### config.mk
export PLATFORM = sky130hd
export DESIGN_NAME = aofb_ctrl
export DESIGN_NICKNAME = d
export VERILOG_FILES = /design/src/rtl/aofb_pkg.sv /design/src/rtl/aofb_ctrl.sv
export VERILOG_INCLUDE_DIRS = /design/src /design/src/rtl
export SDC_FILE = /design/constraint.sdc
export NUM_CORES = 1
export LEC_CHECK = 0
export ABC_CLOCK_PERIOD_IN_PS = 4400
export CORE_UTILIZATION = 40
export DETAILED_ROUTE_END_ITERATION = 8
export DONT_BUFFER_PORTS = 1
export MAX_ROUTING_LAYER = met4
export PLACE_DENSITY = 0.53
export SYNTH_ARGS = -nofsm -noshare
export SYNTH_HDL_FRONTEND = slang
export SYNTH_SLANG_ARGS = --single-unit
export TNS_END_PERCENT = 5
### constraint.sdc
create_clock -name clk_i -period 4.4 [get_ports clk_i]
set_clock_uncertainty 0.05 [all_clocks]
set_input_delay 0.66 -clock clk_i [delete_from_list [all_inputs] [get_ports clk_i]]
set_output_delay 0.66 -clock clk_i [all_outputs]
set_load 0.02 [all_outputs]
### src/rtl/aes128_ofb_stream_cipher_top_defines.svh
// Assertion macros for the cipher controller module.
`ifndef AES128_OFB_STREAM_CIPHER_TOP_DEFINES_SVH
`define AES128_OFB_STREAM_CIPHER_TOP_DEFINES_SVH
`define AOFB_ASSERT(lbl, clk, rstn, prop, msg) \
  lbl: assert property (@(posedge clk) disable iff (!rstn) (prop)) else $error(msg);
`define AOFB_ASSERT_NORST(lbl, clk, prop, msg) \
  lbl: assert property (@(posedge clk) (prop)) else $error(msg);
`endif

### src/rtl/aofb_pkg.sv
// Package with the cipher tables, types and helper functions.
`default_nettype none
package aofb_pkg;
  localparam int unsigned BlockW = 128;
  localparam int unsigned KeyStoreDepth = 11;
  localparam int unsigned KeyIdxW = 4;

  typedef enum logic [1:0] {
    CfgKeyHi = 2'd0,
    CfgKeyLo = 2'd1,
    CfgIvHi  = 2'd2,
    CfgIvLo  = 2'd3
  } cfg_idx_e;

  typedef enum logic [2:0] {
    StIdle,
    StExpand,
    StLoad,
    StRound,
    StOut
  } state_e;

  typedef struct packed {
    logic          exp_start;
    logic          exp_step;
    logic          load;
    logic          restart;
    logic          round;
    logic          last;
    logic          out_load;
    logic [KeyIdxW-1:0] key_idx;
  } cmd_t;

  function automatic logic [7:0] sbox(input logic [7:0] x);
    logic [7:0] t [256];
    t = '{
      8'h63,8'h7c,8'h77,8'h7b,8'hf2,8'h6b,8'h6f,8'hc5,8'h30,8'h01,8'h67,8'h2b,8'hfe,8'hd7,8'hab,8'h76,
      8'hca,8'h82,8'hc9,8'h7d,8'hfa,8'h59,8'h47,8'hf0,8'had,8'hd4,8'ha2,8'haf,8'h9c,8'ha4,8'h72,8'hc0,
      8'hb7,8'hfd,8'h93,8'h26,8'h36,8'h3f,8'hf7,8'hcc,8'h34,8'ha5,8'he5,8'hf1,8'h71,8'hd8,8'h31,8'h15,
      8'h04,8'hc7,8'h23,8'hc3,8'h18,8'h96,8'h05,8'h9a,8'h07,8'h12,8'h80,8'he2,8'heb,8'h27,8'hb2,8'h75,
      8'h09,8'h83,8'h2c,8'h1a,8'h1b,8'h6e,8'h5a,8'ha0,8'h52,8'h3b,8'hd6,8'hb3,8'h29,8'he3,8'h2f,8'h84,
      8'h53,8'hd1,8'h00,8'hed,8'h20,8'hfc,8'hb1,8'h5b,8'h6a,8'hcb,8'hbe,8'h39,8'h4a,8'h4c,8'h58,8'hcf,
      8'hd0,8'hef,8'haa,8'hfb,8'h43,8'h4d,8'h33,8'h85,8'h45,8'hf9,8'h02,8'h7f,8'h50,8'h3c,8'h9f,8'ha8,
      8'h51,8'ha3,8'h40,8'h8f,8'h92,8'h9d,8'h38,8'hf5,8'hbc,8'hb6,8'hda,8'h21,8'h10,8'hff,8'hf3,8'hd2,
      8'hcd,8'h0c,8'h13,8'hec,8'h5f,8'h97,8'h44,8'h17,8'hc4,8'ha7,8'h7e,8'h3d,8'h64,8'h5d,8'h19,8'h73,
      8'h60,8'h81,8'h4f,8'hdc,8'h22,8'h2a,8'h90,8'h88,8'h46,8'hee,8'hb8,8'h14,8'hde,8'h5e,8'h0b,8'hdb,
      8'he0,8'h32,8'h3a,8'h0a,8'h49,8'h06,8'h24,8'h5c,8'hc2,8'hd3,8'hac,8'h62,8'h91,8'h95,8'he4,8'h79,
      8'he7,8'hc8,8'h37,8'h6d,8'h8d,8'hd5,8'h4e,8'ha9,8'h6c,8'h56,8'hf4,8'hea,8'h65,8'h7a,8'hae,8'h08,
      8'hba,8'h78,8'h25,8'h2e,8'h1c,8'ha6,8'hb4,8'hc6,8'he8,8'hdd,8'h74,8'h1f,8'h4b,8'hbd,8'h8b,8'h8a,
      8'h70,8'h3e,8'hb5,8'h66,8'h48,8'h03,8'hf6,8'h0e,8'h61,8'h35,8'h57,8'hb9,8'h86,8'hc1,8'h1d,8'h9e,
      8'he1,8'hf8,8'h98,8'h11,8'h69,8'hd9,8'h8e,8'h94,8'h9b,8'h1e,8'h87,8'he9,8'hce,8'h55,8'h28,8'hdf,
      8'h8c,8'ha1,8'h89,8'h0d,8'hbf,8'he6,8'h42,8'h68,8'h41,8'h99,8'h2d,8'h0f,8'hb0,8'h54,8'hbb,8'h16
    };
    return t[x];
  endfunction

  function automatic logic [7:0] xtime(input logic [7:0] x);
    return {x[6:0], 1'b0} ^ (x[7] ? 8'h1b : 8'h00);
  endfunction

  function automatic logic [7:0] rcon(input logic [KeyIdxW-1:0] r);
    logic [7:0] v;
    case (r)
      4'd1: v = 8'h01;
      4'd2: v = 8'h02;
      4'd3: v = 8'h04;
      4'd4: v = 8'h08;
      4'd5: v = 8'h10;
      4'd6: v = 8'h20;
      4'd7: v = 8'h40;
      4'd8: v = 8'h80;
      4'd9: v = 8'h1b;
      4'd10: v = 8'h36;
      default: v = 8'h00;
    endcase
    return v;
  endfunction
endpackage
`default_nettype wire

### src/rtl/aofb_ctrl.sv
// Controller state machine sequencing key expansion and cipher rounds.
`default_nettype none
`include "aes128_ofb_stream_cipher_top_defines.svh"
module aofb_ctrl (
  input  wire logic          clk_i,
  input  wire logic          rst_ni,
  input  wire logic          in_valid_i,
  output      logic          in_ready_o,
  input  wire logic          in_restart_i,
  output      logic          out_valid_o,
  input  wire logic          out_ready_i,
  input  wire logic          key_write_i,
  output      aofb_pkg::cmd_t cmd_o
);
  aofb_pkg::state_e state_q, state_d;
  logic [aofb_pkg::KeyIdxW-1:0] cnt_q, cnt_d;
  logic keys_ready_q, keys_ready_d;
  logic restart_q, restart_d;

  always_ff @(posedge clk_i or negedge rst_ni) begin
    if (!rst_ni) begin
      state_q      <= aofb_pkg::StIdle;
      cnt_q        <= '0;
      keys_ready_q <= 1'b0;
      restart_q    <= 1'b0;
    end else begin
      state_q      <= state_d;
      cnt_q        <= cnt_d;
      keys_ready_q <= keys_ready_d;
      restart_q    <= restart_d;
    end
  end

  always_comb begin
    state_d      = state_q;
    cnt_d        = cnt_q;
    keys_ready_d = keys_ready_q;
    restart_d    = restart_q;
    cmd_o        = '0;
    cmd_o.key_idx = cnt_q;
    in_ready_o   = 1'b0;
    out_valid_o  = 1'b0;
    case (state_q)
      aofb_pkg::StIdle: begin
        in_ready_o = 1'b1;
        if (in_valid_i) begin
          restart_d = in_restart_i;
          cnt_d = '0;
          if (keys_ready_q) begin
            cmd_o.key_idx = '0;
            state_d = aofb_pkg::StLoad;
          end else begin
            cmd_o.exp_start = 1'b1;
            state_d = aofb_pkg::StExpand;
          end
        end
      end
      aofb_pkg::StExpand: begin
        cmd_o.exp_step = 1'b1;
        if (cnt_q == aofb_pkg::KeyIdxW'(aofb_pkg::KeyStoreDepth - 1)) begin
          keys_ready_d = 1'b1;
          cnt_d = '0;
          cmd_o.key_idx = '0;
          state_d = aofb_pkg::StLoad;
        end else begin
          cnt_d = cnt_q + 1'b1;
        end
      end
      aofb_pkg::StLoad: begin
        cmd_o.load = 1'b1;
        cmd_o.restart = restart_q;
        cnt_d = cnt_q + 1'b1;
        cmd_o.key_idx = cnt_q + 1'b1;
        state_d = aofb_pkg::StRound;
      end
      aofb_pkg::StRound: begin
        cmd_o.round = 1'b1;
        cmd_o.last = (cnt_q == aofb_pkg::KeyIdxW'(aofb_pkg::KeyStoreDepth - 1));
        if (cmd_o.last) begin
          cmd_o.out_load = 1'b1;
          state_d = aofb_pkg::StOut;
        end else begin
          cnt_d = cnt_q + 1'b1;
          cmd_o.key_idx = cnt_q + 1'b1;
        end
      end
      aofb_pkg::StOut: begin
        out_valid_o = 1'b1;
        if (out_ready_i) begin
          state_d = aofb_pkg::StIdle;
        end
      end
      default: state_d = aofb_pkg::StIdle;
    endcase
    if (key_write_i) begin
      keys_ready_d = 1'b0;
    end
  end

  `AOFB_ASSERT(a_out_only_after_round, clk_i, rst_ni,
    out_valid_o && !$past(out_valid_o) |-> $past(state_q == aofb_pkg::StRound),
    "result shown without a finished last round")
  `AOFB_ASSERT(a_load_needs_keys, clk_i, rst_ni,
    state_q == aofb_pkg::StLoad |-> keys_ready_q || $past(key_write_i),
    "cipher started with a stale key schedule")
  `AOFB_ASSERT(a_round_count, clk_i, rst_ni,
    state_q == aofb_pkg::StRound |-> cnt_q != '0,
    "round counter out of range")
endmodule
`default_nettype wire

# Word level (Yosys, flattened, before mapping)
# Cells that the tools add are included.
[word_totals] word_cells=48 reg_bits=9 inputBits=6 output_inout_bits=13
[classes] add_sub_neg=1 n_eq_ne=9 n_mux=26 reduce_logical=8
[op_table] cell="$pmux 4 s4" count=2
[op_table] cell="$mux 4" count=6
[op_table] cell="$mux 3" count=5
[op_table] cell="$pmux 3 s5" count=1
[op_table] cell="$mux 1" count=10
[op_table] cell="$ne 2x2->1 const B" count=4
[op_table] cell="$eq 3x2->1 const B" count=2
[op_table] cell="$reduce_and 2->1" count=3
[op_table] cell="$add 4x1->4 const B" count=1
[op_table] cell="$eq 4x4->1 const B" count=1
[op_table] cell="$mux 2" count=2
[op_table] cell="$reduce_and 4->1" count=1
[op_table] cell="$reduce_bool 2->1" count=2
[op_table] cell="$reduce_bool 4->1" count=1
[op_table] cell="$eq 3x1->1 const B" count=1
[op_table] cell="$eq 3x3->1 const B" count=1
[op_table] cell="$logic_not 3->1" count=1

# Longest topological paths before layout
# Gate-level depths: netlist (run 1).
[depth] word_depth=4 ltp_mapped=7 depth_no_buf=7

# Least setup slack after synthesis (run 1)
# Ideal clock, no wire load.
[synth_path] kind="register to output" start="register cnt_q[0] (netlist name)" end="output cmd_o[0] (netlist name)" stages_incl_launch_ff=8 required_ns=3.690 path_slack_ns=2.015 path_buffers=0 arrival_ns=1.675 cell_sequence="dfrtp_1 > inv_1 > ha_1 > nand3b_2 > ha_1 > nand2_1 > o211a_1 > a221o_1"
[synth_rtl] element="start, declared" line="aofb_ctrl.sv:16" source="logic [aofb_pkg::KeyIdxW-1:0] cnt_q, cnt_d;"
[synth_rtl] element="start signal, assigned" line="aofb_ctrl.sv:28" source="cnt_q <= cnt_d;"
[synth_rtl] element="end, declared" line="aofb_ctrl.sv:13" source="output aofb_pkg::cmd_t cmd_o"

==> results.txt, run 1 <==
----------------------------------------------------
[Final layout]
  Final Util ... 0.437
  Post-synthesis to final-layout area growth ... 2.55%
  Antenna diode count ... 0
  Most frequent cells in the layout ... sky130_fd_sc_hd__dfrtp_1 (9), sky130_fd_sc_hd__nor2_1 (5), sky130_fd_sc_hd__inv_1 (5), sky130_fd_sc_hd__nand2_1 (5)
  Post-route cell area ... 754 um2
  Layout net count ... 87
  Fraction of final layout cells with drive strength greater than 1 ... 0.118
  Most frequent standard cell in the layout excluding fill and tap cells ... sky130_fd_sc_hd__dfrtp_1

[Detailed routing]
  Count of unresolved DRC violations after routing ... 0
  Pre-Repair DR Iteration Count ... 4
  DRT iter0 DRCs ... 18
  Detailed-route vias per instance ... 6.06
  Final ANT Viol Nets ... 0
  Final Routed Wirelength ... 1640 um
  Post-DR wirelength/cell ... 16.3 um
  Via count ... 612

[Setup path]
  Crit path cell chain ... inv_1 -> ha_1 -> nand3b_2 -> ha_1 -> nand2_1 -> o211a_1 -> a221o_1
  Crit path max fanout ... 7
  Crit path arrival time ... 2.14 ns
  Slowest cell delay on critical path ... 0.45 ns
  Reg-to-Reg Start ... cnt_q[0]
  Kind of start point of the critical path ... register
  Worst path most repeated cell ... sky130_fd_sc_hd__ha_1
  Slowest-stage cell, CP ... sky130_fd_sc_hd__dfrtp_1
  Class of the most critical setup path ... reg -> out
  Start point of the critical path ... cnt_q[0]
  Endpoint kind of the worst setup timing path ... output port
  Data required time of the worst path ... 3.69 ns

[Die]
  Initial standard-cell utilization of the core ... 0.426
  Rows ... 15
  Die width ... 44.9 um
  Die Area ... 2010 um2
  Vertical die dimension ... 44.9 um
  I/O pin count ... 19
  Placeable core area ... 1730 um2

[Clocking]
  Total number of H-tree levels ... 1
  Sinks on Clock Net ... 9
  Resized cells post-CTS ... 0
  TritonCTS Buffers ... 3
  Clk slew on worst S/H paths ... 0.06 ns
  Post-cts hold buffer count ... 0
  Clock tree buffer depth ... 2
  # Post-CTS Setup Buffers ... 0
  Clock root buffer master ... sky130_fd_sc_hd__clkbuf_4
  Clock latency on the worst-skew pair ... 0.26 ns
  TritonCTS clock tree ... yes

[Power and ir drop]
  Net switching power of the design ... 338 uW
  Power density relative to cell area ... 863 nW/um2
  Clk network pwr share ... 0.097
  Post-route total power ... 651 uW
  Fraction of power spent switching nets ... 0.520
  Leakage power figure ... 0.000329 uW
  Internal power consumption ... 313 uW
  Relative contribution of combinational cells to total power ... 0.597
  Max IR drop VDD ... 0.000379 V
  Sequential cell fraction of total power ... 0.306

[Place]
  Post-placement cell area ... 728 um2
  Gp weighted congestion ... 0.776
  Detailed Place HPWL ... 1220 um
  Input/output buffers ... 0

[Logic synthesis]
  Yosys warnings ... 0
  Number of synthesized flops with an enable pin ... 0
  Per-instance average area after synthesis ... 9.55 um2
  Xor-xnor portion of the synthesized cell area ... 0
  Largest family of logic cells by synthesized area ... simple AND/OR/NAND/NOR gates
  Area fraction of the dominant cell type after synthesis ... 0.306
  Largest cells by area after synthesis ... sky130_fd_sc_hd__dfrtp_1 (31%), sky130_fd_sc_hd__ha_1 (6.8%), sky130_fd_sc_hd__nand4b_4 (3.2%), sky130_fd_sc_hd__buf_4 (3.1%), sky130_fd_sc_hd__a21oi_1 (2.7%)
  Synth Cell Area ... 736 um2
  Share of the yosys chip area belonging to registers ... 0.306
  Count of mapped cells out of synthesis ... 77
  Adder-cell area share of the yosys netlist ... 0.0680
  Post-synthesis compound-gate area fraction ... 0.241
  Number of synthesized register bits ... 9
  Mux cell area share after synthesis ... 0.0289
  Unique cell type count in the Yosys netlist ... 41
  Fraction of the mapped netlist area in simple logic gates ... 0.277
  Most frequently used flop master after synthesis ... sky130_fd_sc_hd__dfrtp_1
  Total nets after synthesis ... 87
  Fraction of registers with async set or reset after synthesis ... 1.00
  Library cell with the largest summed area after synthesis ... sky130_fd_sc_hd__dfrtp_1

[GRT]
  GRT Util Overall ... 0.197
  Via count of the first global-routing pass ... 564
  Residual overflow from global routing ... 0
  Initial antenna violation count ... 0
  First-pass GRT wire length ... 2680 um
  Largest net degree at the start of global routing ... 14

[Run status]
  Status ... finished, final reports clean

[Timing]
  Number of pins with negative max-slew slack in the final report ... 0
  Final Cycle Share ... 0.648
  Achievable clock frequency ... 351 MHz
  Final Hold Violating Endpoints ... 0
  Setup TNS Final ... 0 ns
  Transition time of the tightest slew-check pin ... 0.777 ns
  Min cycle time layout ... 2.85 ns
  Worst slew margin ... 0.480
  Setup violations, final ... 0
  Fin Hold WS ... 0.0361 ns
  Unrepaired setup endpoints after global routing ... no

[Job]
  Count of max-cap constraint violations ... 0

[Worst hold path]
  Worst min-delay path category ... in -> async

----------------------------------------------------
## kinds of logic after synthesis
kind of cell | after synthesis
flops | 9
mux | 2
compound gates | 23
buf+inv | 10
fa+ha+maj | 4
simple gates | 29
## critical path, delay by kind of cell (launching register included)
kind | cells | cell delay (ns)
AO/OA/AOI/OAI | 2 | 0.51
flip-flops | 1 | 0.45
AND/OR/NAND/NOR | 2 | 0.20
buffers and inverters | 1 | 0.13
adder cells (fa/ha/maj) | 2 | 0.58
## cell type report
| type | instances | area, um2 |
|---|---|---|
| Clock buffer | 4 | 26.3 |
| Sequential cell | 9 | 225 |
| Fill cell | 187 | 972 |
| Inverter | 5 | 18.8 |
| Multi-Input combinational cell | 58 | 453 |
| Tap cell | 25 | 31.3 |
## registers in the layout, summed over array words and instances, names as in the netlist
name          cells
state_q           3
cnt_q             4
keys_ready_q      1
restart_q         1
## per-stage QoR
step | instances | setup WS [ns]
CTS | 101 | 1.55
floorplan | 77 | 2.01
global placement | 97 | 1.92
finish | 101 | 1.55
detailed placement | 97 | 1.84
global route | 101 | 1.43
## power by group through the flow
stage,Clock (uW),Sequential (uW),Combinational [uW]
3_3_place_gp,0,198,388
2_1_floorplan,0,157,377
3_5_place_dp,0,198,388
5_1_grt,68.7,210,423
6_report,62.9,199,389
4_1_cts,65.6,197,390
## routing by layer
metal | track usage | up-vias | part of all wire
met5 | - | - | 0
met4 | 0.0364 | 0 | 0.0030
met3 | 0.0720 | 2 | 0.068
met2 | 0.288 | 23 | 0.46
met1 | 0.264 | 304 | 0.47
li1 | - | 283 | -
## final timing paths
| path | to | slack, ns | cells past startpoint |
|---|---|---|---|
| hold / removal | state_q[1] | 0.04 | 0 |
| setup / recovery | cmd_o[0] | 1.55 | 7 |
| setup reg to reg | state_q[1] | 2.38 | 5 |
| min in group clk_i | keys_ready_q | 0.41 | 1 |
| hold reg to reg | restart_q | 0.44 | 1 |
| max in group asynchronous | restart_q | 4.19 | 0 |
## cell usage after synthesis, types with 3 or more instances
library cell,instances
sky130_fd_sc_hd__a21oi_1,4
sky130_fd_sc_hd__ha_1,4
sky130_fd_sc_hd__buf_4,3
sky130_fd_sc_hd__inv_1,5
sky130_fd_sc_hd__nand2_1,5
sky130_fd_sc_hd__o21ai_1,3
sky130_fd_sc_hd__nor2_1,5
sky130_fd_sc_hd__dfrtp_1,9
Power figures use the tool's default switching activity.
==> run 2: changes to the inputs <==
Settings changed: ABC_CLOCK_PERIOD_IN_PS 4400 to 2570, PLACE_DENSITY 0.53 to 0.55.
Clock period 4.4 ns to 2.57 ns, I/O delays scaled along.
==> run 2 against run 1 <==
  * Flip-flop and latch count stayed put
  * Non-clock buffer count up 5
  * Die area stayed put
  * Clock-buffer cell count is the same
  * Register-to-register slack worse by 1.6 ns
  * Sequential power up 71%
  * Critical path depth unchanged
==> results.txt, run 2 (synthesis gave the netlist of run 1 again) <==
----------------------------------------------------
[GRT]
  Via count of the first global-routing pass ... 587
  Largest net degree at the start of global routing ... 14
  GRT Util Overall ... 0.199
  Initial antenna violation count ... 0
  Residual overflow from global routing ... 0
  First-pass GRT wire length ... 2820 um

[Power and ir drop]
  Net switching power of the design ... 601 uW
  Clk network pwr share ... 0.096
  Sequential cell fraction of total power ... 0.289
  Power density relative to cell area ... 1460 nW/um2
  Fraction of power spent switching nets ... 0.510
  Max IR drop VDD ... 0.000576 V
  Internal power consumption ... 579 uW
  Relative contribution of combinational cells to total power ... 0.616
  Leakage power figure ... 0.000355 uW

[Clocking]
  Total number of H-tree levels ... 1
  Clk slew on worst S/H paths ... 0.06 ns
  Sinks on Clock Net ... 9
  TritonCTS clock tree ... yes
  Clock tree buffer depth ... 2
  TritonCTS Buffers ... 3
  Clock latency on the worst-skew pair ... 0.27 ns
  Clock root buffer master ... sky130_fd_sc_hd__clkbuf_4
  # Post-CTS Setup Buffers ... 0

[Final layout]
  Max FFs per register ... 4
  Count of placed standard cells in the final layout, fillers left out ... 106
  Register with the most flip-flops ... cnt_q
  Most frequent standard cell in the layout excluding fill and tap cells ... sky130_fd_sc_hd__dfrtp_1
  Layout net count ... 92
  Most frequent cells in the layout ... sky130_fd_sc_hd__dfrtp_1 (9), sky130_fd_sc_hd__nor2_1 (5), sky130_fd_sc_hd__inv_1 (5), sky130_fd_sc_hd__nand2_1 (5)
  Fraction of final layout cells with drive strength greater than 1 ... 0.173
  Post-synthesis to final-layout area growth ... 9.69%
  Antenna diode count ... 0
  Registers with the most flip-flops ... cnt_q x4, state_q x3
  Count of fill cells added during filler insertion ... 171

[Setup path]
  Kind of start point of the critical path ... register
  Buf/Inv on CP ... 1
  Data required time of the worst path ... 2.13 ns
  Logic depth of the worst register-to-register path ... 7
  Crit-path leading delay family ... compound AO/OA/AOI/OAI gates
  Class of the most critical setup path ... reg -> out
  Cell count along the critical path ... 7
  Slowest cell delay on critical path ... 0.45 ns
  Crit path max fanout ... 7
  Slowest-stage cell, CP ... sky130_fd_sc_hd__dfrtp_1
  Crit path arrival time ... 2.02 ns
  Crit path cell chain ... inv_1 -> ha_4 -> nand3b_2 -> ha_1 -> nand2_1 -> o211a_1 -> a221o_1
  Endpoint kind of the worst setup timing path ... output port

[Worst hold path]
  Worst min-delay path category ... in -> reg
  Number of cells on the worst hold path ... 1

[Timing]
  Worst slew margin ... 0.686
  Min cycle time layout ... 2.46 ns
  Transition time of the tightest slew-check pin ... 0.472 ns
  Number of pins with negative max-slew slack in the final report ... 0
  Setup violations, final ... 0
  Setup TNS Final ... 0 ns
  Setup WS post-layout ... 0.110 ns
  Final Hold Violating Endpoints ... 0
  Final Cycle Share ... 0.957
  Achievable clock frequency ... 406 MHz
  Unrepaired setup endpoints after global routing ... no

[Die]
  Vertical die dimension ... 44.9 um
  Die Area ... 2010 um2
  Placeable core area ... 1730 um2
  Die width ... 44.9 um
  Initial standard-cell utilization of the core ... 0.426
  I/O pin count ... 19
  Rows ... 15

[Place]
  Detailed Place HPWL ... 1230 um
  Input/output buffers ... 0
  Worst-case setup slack after placement ... 0.301 ns
  Number of placed instances with taps included ... 101
  Gp weighted congestion ... 0.813

[Detailed routing]
  Final Routed Wirelength ... 1720 um
  DRT iter0 DRCs ... 21
  Count of unresolved DRC violations after routing ... 0
  Detailed-route vias per instance ... 5.75
  Post-DR wirelength/cell ... 16.2 um
  Final ANT Viol Nets ... 0
  Pre-Repair DR Iteration Count ... 4
  Via count ... 609

[Job]
  Count of max-cap constraint violations ... 0

[Run status]
  Status ... finished, final reports clean

----------------------------------------------------
==> run 2: cell types whose count changed in the layout (fill, tap and decap cells not counted) <==
cell	change
sky130_fd_sc_hd__dlygate4sd3_1	+1
sky130_fd_sc_hd__ha_1	-1
sky130_fd_sc_hd__ha_4	+1
sky130_fd_sc_hd__buf_4	+4
==> run 2: layout make-up <==
cell class	count	area, um2	area share
Multi-Input combinational cell	58	465	0.577
Inverter	5	18.8	0.0233
Clock buffer	4	26.3	0.0326
Sequential cell	9	225	0.279
Timing Repair Buffer	5	40.0	0.0496
Tap cell	25	31.3	0.0388
==> run 2: power groups by stage <==
stage / Combinational [uW] / Sequential, uW / Clock [uW]
floorplan: 645 / 269 / 0
global placement: 691 / 339 / 0
detailed placement: 692 / 337 / 0
CTS: 705 / 333 / 115
global route: 790 / 355 / 122
finish: 726 / 341 / 113
==> run 2: what timing repair did <==
| action | 4_1_cts | 5_1_grt |
|---|---|---|
| setup endpoints to repair | 0 | 1 |
| endpoints found under the hold margin | 9 | 0 |
| resized for setup | 0 | 2 |
| hold buffers | 1 | 0 |
==> run 2: worst paths after layout <==
check	start	end	slack (ns)
worst min register to register	restart_q	restart_q	0.44
worst max-delay path	cnt_q[0]	cmd_o[0]	0.11
max in group asynchronous	rst_ni	restart_q	1.70
worst min-delay path	key_write_i	keys_ready_q	0.13
worst max register to register	cnt_q[0]	cnt_q[0]	0.75
min in group asynchronous	rst_ni	cnt_q[2]	0.45
==> run 2: through the flow <==
step	cell area, um2	power, uW	utilization	hold WS, ns
2_1_floorplan	736	915	-	0.0399
3_3_place_gp	758	1030	0.439	0.0402
3_5_place_dp	758	1030	0.439	0.0402
4_1_cts	795	1150	0.460	0.124
5_1_grt	807	1270	0.467	0.125
6_report	807	1180	0.467	0.127
==> run 2: worst reg2reg max path, delay by kind of cell (launching register included) <==
family | cells | cell delay, ns
compound gates | 2 | 0.40
buf+inv | 1 | 0.17
simple gates | 2 | 0.16
fa+ha+maj | 2 | 0.48
flops | 1 | 0.45
==> run 2: per-layer routing <==
| metal | GRT usage | part of all wire |
|---|---|---|
| met1 | 0.272 | 0.49 |
| met2 | 0.294 | 0.45 |
| met3 | 0.0360 | 0.059 |
| met4 | 0.0727 | 0.0064 |
| met5 | - | 0 |
